`src/timer_queue_with_periodic_reload_top_assert.svh`:
```
// assertion macros used by the timer queue controller rtl
`ifndef TIMER_QUEUE_WITH_PERIODIC_RELOAD_TOP_ASSERT_SVH
`define TIMER_QUEUE_WITH_PERIODIC_RELOAD_TOP_ASSERT_SVH

// same-cycle implication
`define TQ_ASSERT_IMP(lbl, ante, cons, msg) \
	lbl: assert property (@(posedge clk) disable iff (!arst_n) (ante) |-> (cons)) \
		else $error(msg);

// next-cycle implication
`define TQ_ASSERT_NXT(lbl, ante, cons, msg) \
	lbl: assert property (@(posedge clk) disable iff (!arst_n) (ante) |=> (cons)) \
		else $error(msg);

`endif

```
`src/tq_pkg.sv`:
```
`default_nettype none
package tq_pkg;

	localparam int TIMER_SLOTS = 16;
	localparam int SLOT_W      = $clog2(TIMER_SLOTS);
	localparam int CNT_W       = $clog2(TIMER_SLOTS + 1);

	localparam int DIVIDEND_W  = 53;
	localparam int DIVISOR_W   = 36;
	localparam int DIV_CNT_W   = $clog2(DIVIDEND_W + 1);

	localparam logic [19:0] NS_PER_MS = 20'd1000000;
	localparam logic [29:0] NS_PER_S  = 30'd1000000000;
	// floor(2^56 / NS_PER_S), seconds estimate from bits 52:24
	localparam logic [26:0] SEC_RECIP = 27'd72057594;

	localparam logic [2:0] OP_ADD    = 3'd0;
	localparam logic [2:0] OP_DELETE = 3'd1;
	localparam logic [2:0] OP_MODIFY = 3'd2;
	localparam logic [2:0] OP_QUERY  = 3'd3;
	localparam logic [2:0] OP_POLL   = 3'd4;

	typedef struct packed {
		logic load;
		logic reject;
		logic add_write;
		logic del;
		logic mod_write;
		logic scan;
		logic fire;
		logic mul;
		logic sum;
		logic div1_start;
		logic sec_rnd;
		logic sec_est;
		logic sec_rem;
		logic store;
		logic finish;
	} ctrl_cmd_t;

	typedef struct packed {
		logic [2:0] op;
		logic       slot_ok;
		logic       slot_busy;
		logic       scan_done;
		logic       found;
		logic       best_per;
		logic       div_busy;
	} dp_stat_t;

endpackage
`default_nettype wire

```
`src/tq_ctrl.sv`:
```
`default_nettype none
`include "timer_queue_with_periodic_reload_top_assert.svh"
module tq_ctrl (
	input  wire logic             clk,
	input  wire logic             arst_n,
	input  wire logic             in_valid,
	output logic                  in_stall,
	output logic                  out_valid,
	input  wire logic             out_stall,
	output tq_pkg::ctrl_cmd_t     cmd,
	input  wire tq_pkg::dp_stat_t stat
);

	typedef enum logic [13:0] {
		S_IDLE   = 14'b00000000000001,
		S_DECODE = 14'b00000000000010,
		S_SCAN   = 14'b00000000000100,
		S_FETCH  = 14'b00000000001000,
		S_PICK   = 14'b00000000010000,
		S_MUL    = 14'b00000000100000,
		S_SUM    = 14'b00000001000000,
		S_D1GO   = 14'b00000010000000,
		S_D1WAIT = 14'b00000100000000,
		S_SEC1   = 14'b00001000000000,
		S_SEC2   = 14'b00010000000000,
		S_SEC3   = 14'b00100000000000,
		S_STORE  = 14'b01000000000000,
		S_FINISH = 14'b10000000000000
	} state_t;

	state_t state_q;
	state_t state_d;
	logic   out_valid_q;
	logic   out_free;

	assign out_free = !out_valid_q || !out_stall;
	assign in_stall = state_q != S_IDLE;

	always_comb begin
		state_d = state_q;
		cmd     = '0;
		unique case (state_q)
			S_IDLE: begin
				if (in_valid) begin
					cmd.load = 1'b1;
					state_d  = S_DECODE;
				end
			end
			S_DECODE: begin
				state_d = S_FINISH;
				if (stat.op == tq_pkg::OP_POLL) begin
					state_d = S_SCAN;
				end else if (stat.slot_ok) begin
					priority if (stat.op == tq_pkg::OP_ADD) begin
						if (stat.slot_busy) begin
							cmd.reject = 1'b1;
						end else begin
							cmd.add_write = 1'b1;
							state_d       = S_MUL;
						end
					end else if (stat.op == tq_pkg::OP_DELETE) begin
						cmd.del = 1'b1;
					end else if (stat.op == tq_pkg::OP_MODIFY) begin
						cmd.mod_write = 1'b1;
						state_d       = S_MUL;
					end else begin
						state_d = S_FINISH;
					end
				end
			end
			S_SCAN: begin
				cmd.scan = 1'b1;
				if (stat.scan_done) begin
					cmd.scan = 1'b0;
					state_d  = stat.found ? S_FETCH : S_FINISH;
				end
			end
			S_FETCH: begin
				state_d = S_PICK;
			end
			S_PICK: begin
				cmd.fire = 1'b1;
				state_d  = stat.best_per ? S_MUL : S_FINISH;
			end
			S_MUL: begin
				cmd.mul = 1'b1;
				state_d = S_SUM;
			end
			S_SUM: begin
				cmd.sum = 1'b1;
				state_d = S_D1GO;
			end
			S_D1GO: begin
				cmd.div1_start = 1'b1;
				state_d        = S_D1WAIT;
			end
			S_D1WAIT: begin
				if (!stat.div_busy) begin
					state_d = S_SEC1;
				end
			end
			S_SEC1: begin
				cmd.sec_rnd = 1'b1;
				state_d     = S_SEC2;
			end
			S_SEC2: begin
				cmd.sec_est = 1'b1;
				state_d     = S_SEC3;
			end
			S_SEC3: begin
				cmd.sec_rem = 1'b1;
				state_d     = S_STORE;
			end
			S_STORE: begin
				cmd.store = 1'b1;
				state_d   = S_FINISH;
			end
			S_FINISH: begin
				if (out_free) begin
					cmd.finish = 1'b1;
					state_d    = S_IDLE;
				end
			end
			default: begin
				state_d = S_IDLE;
			end
		endcase
	end

	always_ff @(posedge clk or negedge arst_n) begin
		if (!arst_n) begin
			state_q     <= S_IDLE;
			out_valid_q <= 1'b0;
		end else begin
			state_q <= state_d;
			if (cmd.finish) begin
				out_valid_q <= 1'b1;
			end else if (!out_stall) begin
				out_valid_q <= 1'b0;
			end
		end
	end

	assign out_valid = out_valid_q;

	`TQ_ASSERT_NXT(a_accept_decode, in_valid && !in_stall, state_q == S_DECODE, "accept without decode")
	`TQ_ASSERT_NXT(a_div_chain, state_q == S_D1WAIT && !stat.div_busy, state_q == S_SEC1, "seconds split skipped")
	`TQ_ASSERT_NXT(a_finish_out, cmd.finish, out_valid_q && state_q == S_IDLE, "result word lost")

endmodule
`default_nettype wire

```
`config.mk`:
```
export PLATFORM = sky130hd
export DESIGN_NAME = tq_ctrl
export DESIGN_NICKNAME = d
export VERILOG_FILES = /design/src/tq_pkg.sv /design/src/tq_ctrl.sv
export VERILOG_INCLUDE_DIRS = /design/src /design/src/src
export SDC_FILE = /design/constraint.sdc
export NUM_CORES = 1
export LEC_CHECK = 0
export BUFFER_PORTS_ARGS = -buffer_cell sky130_fd_sc_hd__buf_2
export CAP_MARGIN = 5
export CORE_ASPECT_RATIO = 1.4
export CORE_MARGIN = 2
export CORE_UTILIZATION = 45
export CTS_BUF_LIST = sky130_fd_sc_hd__clkbuf_16
export DETAILED_ROUTE_END_ITERATION = 7
export PLACE_DENSITY = 0.79
export SLEW_MARGIN = 10
export SYNTH_ARGS = -nofsm -noshare
export SYNTH_HDL_FRONTEND = slang
export SYNTH_SLANG_ARGS = --single-unit
```
`constraint.sdc`:
```
create_clock -name clk -period 4.8 [get_ports clk]
set_input_delay 0.96 -clock clk [delete_from_list [all_inputs] [get_ports clk]]
set_output_delay 0.96 -clock clk [all_outputs]
set_load 0.02 [all_outputs]
```
==> reports/metrics.yaml, run 1 <==
syn_area_mm2: 0.00109
critical_path_buf_inv_count: 1
cts_root_buf: "clkbuf_16"
syn_to_final_growth_pct: 21.0
switchingPower_w: 0.000186
synth_top_cell_area_share_pct: 32.1
crit_type: "flop to output pin"
initial_core_util_pct: 46.6
io-pin-count: 30
gp_congestion: 0.899
cp_max_fo: 8
cts_hold_buf: 0
synthMuxAreaShare_pct: 0
cp_cell_sequence: "or4_4 -> or4_4 -> or3b_4 -> nor2_1 -> buf_2"
synth.distinct_cells: 37
syn_inst: 133
drv_cap: 0
grt_overflow: 0
drive_above_1_share_pct: 27.5
regToRegSetupSlack_ps: 2550
p_clk_share_pct: 32.3
postSynthAreaPerCell_um2: 8.19
whs_ps: 541
dieArea_mm2: 0.00284
vias_per_cell: 6.31
p_sw_share_pct: 37.0
path_depth: 5
antenna_found_initial: 0
n_fill_cell: 235
core_mm2: 0.00234
p_leak_nw: 0.669
ys_ff_latch: 15
ant_nets: 0
crit_path_frequent_cell: "or4_4"
grt_first_pass_wirelength_mm: 5.26
final_common_cell: "buf_2"
synth_top_family_by_area: "simple AND/OR/NAND/NOR gates"
combPwrFrac_pct: 34.5
final_area_mm2: 0.00132
hold_depth: 2
cts_buffer_depth: 2
synth_xor_xnor_area_share_pct: 1.61
synthAdderAreaFrac_pct: 0
irDropWorstVdd_v: 0.000195
grt_setup_unrepaired: "no"
rows: 21
syn_nets: 146
cts_sinks: 15
finalCriticalPeriod_ps: 3530
slew_headroom_pct: 71.5
finalCritPeriodShare_pct: 73.6
synth_ff_type: "dfrtp_1"
port-buffer-count: 29
drt_iter0_drc: 41
synthTopCellsByArea: "dfrtp_1 (32%), nor4b_1 (7.2%), nand2_1 (5.5%), nor2_1 (4.8%), o21ai_0 (4.1%)"
clk_latency_ps: 240
intPower_w: 0.000317
firstDrtPassIters: 4
post_dp_cell_area_mm2: 0.00124
synth_edf_count: 0
die_w_um: 45.6
synth_compound_area_share_pct: 11.5
die_h_um: 62.2
clkTransAtPathRegs_ps: 50
start_kind: "flop"
hp-class: "flop to flop"
drt-total-wl_mm: 2.98
crit_slowest_cell: "or4_4"
grt_max_degree: 16
max_stage_delay_ps: 600
numCtsBuffers: 3
power.share.sequential_pct: 33.2
tightest_slew_ps: 424
slew_viol_final: 0
yosysTopAreaCell: "dfrtp_1"
regArea_um2: 377
setup_tns_ps: 0
worstRegToRegCells: 4
ys_warn_count: 0
track_usage_pct: 24.4
critPathRequiredTime_ps: 3840
grt_pass1_vias: 1123
powerDensity_mw_per_mm2: 381
cp-end-kind: "output pin"
wl_per_cell_um: 16.3
dp.cells: 179
status: "finished clean"
timing_hold_violations_final: 0
n_antenna_cell: 0
finalNonFillerCells: 183
post-cts-setup-buffers: 0
h-tree-depth: 1
drc: 0
mostFrequentLayoutCells: "buf_2 (29), nand2_1 (16), nor2_1 (14), dfrtp_1 (14)"
max_freq_ghz: 0.283
yosys.area_share.simple_pct: 48.7
cts_resized: 0
vias: 1155
cp.arrival_ps: 2570
setup-violations-final: 0
multi_input_area_um2: 673
hpwl_mm: 2.32
yosysSeqAreaShare_pct: 34.6
cts_tree: "built"
async_reset_ff_share_pct: 100
path_delay_family: "simple AND/OR/NAND/NOR gates"
fin_nets: 174
fin_worst_skew_ps: 3.55
==> worst min-delay path: cells and delay by family (launching register included) <==
kind / cells / cell delay [ps]
and+or+nand+nor: 2 / 150
DFF: 1 / 350
==> power by group through the flow <==
stage,clock network (W),registers [W],logic [W]
floorplan,0,0.000154,0.000131
global route,0.000175,0.000169,0.000196
CTS,0.000163,0.000165,0.000172
detailed placement,0,0.000167,0.000171
global placement,0,0.000167,0.000171
finish,0.000162,0.000167,0.000174
==> final cells by class <==
class	count	share of cell area [%]
clock buffer	3	5.69
clock inverter	1	0.380
inverter	4	1.14
multi-input combinational	108	51.0
sequential	15	28.6
tap	23	2.18
timing repair buffer	29	11.0
==> Yosys cell counts (2+ instances only) <==
cell,n
and4_1,2
or3_1,2
nor4b_1,9
buf_2,2
o21ai_0,9
o211ai_1,2
nor3_1,8
nor4_1,6
nand2_1,16
nor2_1,14
nand4_1,2
dfrtp_1,14
and3_1,3
nand2b_1,4
nor2b_1,5
clkbuf_1,4
xor2_1,2
nor3b_1,4
or4_4,2
or4_1,2
inv_1,4
or2_2,2
==> worst paths after layout <==
path	endpoint	start
worst max-delay path	cmd[13]	state_q[5]$_DFFE_PN0P_
worst min-delay path	out_valid$_DFFE_PN0P_	out_valid$_DFFE_PN0P_
worst max register to register	state_q[5]$_DFFE_PN0P_	state_q[5]$_DFFE_PN0P_
worst min register to register	out_valid$_DFFE_PN0P_	out_valid$_DFFE_PN0P_
max in group asynchronous	state_q[0]$_DFFE_PN1P_	arst_n
min in group asynchronous	out_valid$_DFFE_PN0P_	arst_n
==> through the flow <==
step,util (%),total power [W],setup slack (ps)
floorplan,-,0.000285,1600
global placement,53.0,0.000338,1590
detailed placement,53.0,0.000338,1540
CTS,56.4,0.000500,1270
global route,56.4,0.000540,1130
finish,56.4,0.000503,1270
==> sequential cells by signal, summed over array words and instances (netlist names) <==
name,cells
state_q,14
out_valid,1
==> logic make-up after synthesis <==
family                 count (synthesis)
buffers and inverters                 10
AO/OA/AOI/OAI                         19
XOR/XNOR                               2
AND/OR/NAND/NOR                       87
flip-flops                            15
==> layer usage <==
layer  wire length (um)  global-route usage [%]  vias up
li1                   -                       -      547
met1               1200                    31.2      543
met2               1530                    39.1       55
met3                153                    3.49       10
met4                103                    10.7        0
met5                  0                       0        -
No activity file was read; power rests on OpenSTA's default activity.
==> run 2: changes to the inputs <==
PLACE_DENSITY = 0.82   (was 0.79)
clock period = 3.15 ns   (was 4.8 ns; I/O delays follow)
==> run 2 against run 1 <==
Net effect:
- via count is 1.9% higher
- sequential power is 48% higher
- combinational power is 63% higher
- cell area is 7.8% higher
- critical path type unchanged
- largest cell class unchanged
- highest routed layer unchanged
==> reports/metrics.yaml, run 2 (synthesized netlist as in run 1, its figures left out) <==
slew_headroom_pct: 64.2  # was 71.5%
start_kind: "flop"  # unchanged
cts_tree: "built"  # unchanged
cp_max_fo: 6  # was 8
grt_pass1_vias: 1101  # was 1123
finalNonFillerCells: 195  # was 183
crit_type: "flop to output pin"  # unchanged
setup_tns_ps: 0  # unchanged
grt_first_pass_wirelength_mm: 4.98  # was 5.26 mm
fin_nets: 186  # was 174
cts_hold_buf: 0  # unchanged
cts_root_buf: "clkbuf_16"  # unchanged
firstDrtPassIters: 4  # unchanged
setup-violations-final: 0  # unchanged
drt-total-wl_mm: 3.14  # was 2.98 mm
grt_max_degree: 16  # unchanged
vias: 1177  # was 1155
drive_above_1_share_pct: 35.5  # was 27.5%
ant_nets: 0  # unchanged
irDropWorstVdd_v: 0.000329  # was 0.000195 V
dieArea_mm2: 0.00284  # unchanged
h-tree-depth: 1  # unchanged
hpwl_mm: 2.32  # about the same
drt_iter0_drc: 37  # was 41
cts_sinks: 15  # unchanged
grt_overflow: 0  # unchanged
port-buffer-count: 29  # unchanged
tightest_slew_ps: 533  # was 424 ps
drv_cap: 0  # unchanged
place_ws_ps: 235  # was 1540 ps
vias_per_cell: 6.04  # was 6.31
die_w_um: 45.6  # unchanged
status: "finished clean"  # unchanged
track_usage_pct: 24.0  # was 24.4%
drc: 0  # unchanged
largest_register_ffs: 14  # unchanged
syn_to_final_growth_pct: 30.4  # was 21.0%
cts_buffer_depth: 2  # unchanged
numCtsBuffers: 3  # unchanged
grt_setup_unrepaired: "yes"  # was no
timing_hold_violations_final: 0  # unchanged
cp.arrival_ps: 2520  # was 2570 ps
finalCriticalPeriod_ps: 3150
wl_per_cell_um: 16.1  # was 16.3 um
powerDensity_mw_per_mm2: 549  # was 381 mW/mm^2
p_leak_nw: 0.725  # was 0.669 nW
io-pin-count: 30  # unchanged
regMostFlops: "state_q"  # unchanged
fin_worst_skew_ps: 2.34  # was 3.55 ps
clkTransAtPathRegs_ps: 50  # about the same
initial_core_util_pct: 46.6  # unchanged
clk_latency_ps: 250  # was 240 ps
dp.cells: 182  # was 179
mostFrequentLayoutCells: "buf_2 (27), nand2_1 (15), nor2_1 (14), buf_4 (14), dfrtp_1 (10)"  # was buf_2 (29), nand2_1 (16), nor2_1 (14), dfrtp_1 (14)
setup_ws_ps: 3.14  # was 1270 ps
fin_util_pct: 60.8  # was 56.4%
hp-class: "primary input to asynchronous set/reset pin"  # was flop to flop
rows: 21  # unchanged
gp_congestion: 0.952  # was 0.899
slew_viol_final: 0  # unchanged
cp-end-kind: "output pin"  # unchanged
core_mm2: 0.00234  # unchanged
die_h_um: 62.2  # unchanged
finalCritPeriodShare_pct: 99.9
antenna_found_initial: 0  # unchanged
critPathRequiredTime_ps: 2520  # was 3840 ps
whs_ps: 282  # was 541 ps
n_antenna_cell: 0  # unchanged
final_common_cell: "buf_2"  # unchanged
n_fill_cell: 215  # was 235
max_freq_ghz: 0.318
-- run 2: cell types whose count changed in the layout (fill, tap and decap cells not counted) --
cell and delta:
buf_4 +14, buf_2 -2, nand2_2 +1, dfrtp_1 -4, nand2_1 -1, dfrtp_2 +4
-- run 2: area by class of cell --
type,count,area (um^2),share of cell area [%]
sequential,15,382,26.8
clock buffer,3,75.1,5.28
multi-input combinational,108,676,47.5
clock inverter,1,5.00,0.352
tap,23,28.8,2.02
timing repair buffer,41,240,16.9
inverter,4,15.0,1.06
-- run 2: worst max-delay path: stages, from the launching register on --
cell	delay [ps]
dfrtp_2	430
or4_4	560
or4_4	560
or3b_4	420
nor2_1	120
buf_2	170
-- run 2: routing by layer --
metal | vias up | wire, um | GRT usage [%]
li1 | 574 | - | -
met1 | 538 | 1230 | 29.8
met2 | 52 | 1590 | 37.3
met3 | 13 | 167 | 3.49
met4 | 0 | 155 | 14.7
met5 | - | 0 | 0
-- run 2: power breakdown --
part           total (W)  switching, W  internal, W  leakage, nW
Combinational   0.000284      0.000175     0.000109        0.486
Clock           0.000249     0.0000796     0.000170       0.0409
Sequential      0.000247     0.0000316     0.000216        0.198
-- run 2: what timing repair did --
| item | 4_1_cts | 5_1_grt |
|---|---|---|
| setup buffers | 1 | 8 |
| endpoints found under the setup margin | 3 | 3 |
| resized for setup | 2 | 5 |
| pin swaps | 2 | 2 |
-- run 2: worst paths after layout --
path                                             start                      to  slack (ps)  depth (start not counted)
worst max-delay path            state_q[5]$_DFFE_PN0P_                 cmd[13]           3                          5
max in group asynchronous                       arst_n  state_q[0]$_DFFE_PN1P_        2570                          1
worst min-delay path                            arst_n  state_q[9]$_DFFE_PN0P_         280                          1
worst min register to register   out_valid$_DFFE_PN0P_   out_valid$_DFFE_PN0P_         550                          2
worst max register to register  state_q[5]$_DFFE_PN0P_  state_q[5]$_DFFE_PN0P_         850                          5
min in group clk                 out_valid$_DFFE_PN0P_   out_valid$_DFFE_PN0P_         550                          2
-- run 2: through the flow --
stage	cell area, um^2	total power, W
after floorplan	1090	0.000435
after global placement	1260	0.000514
after detailed placement	1260	0.000519
after CTS	1350	0.000771
after global routing	1420	0.000827
final	1420	0.000781
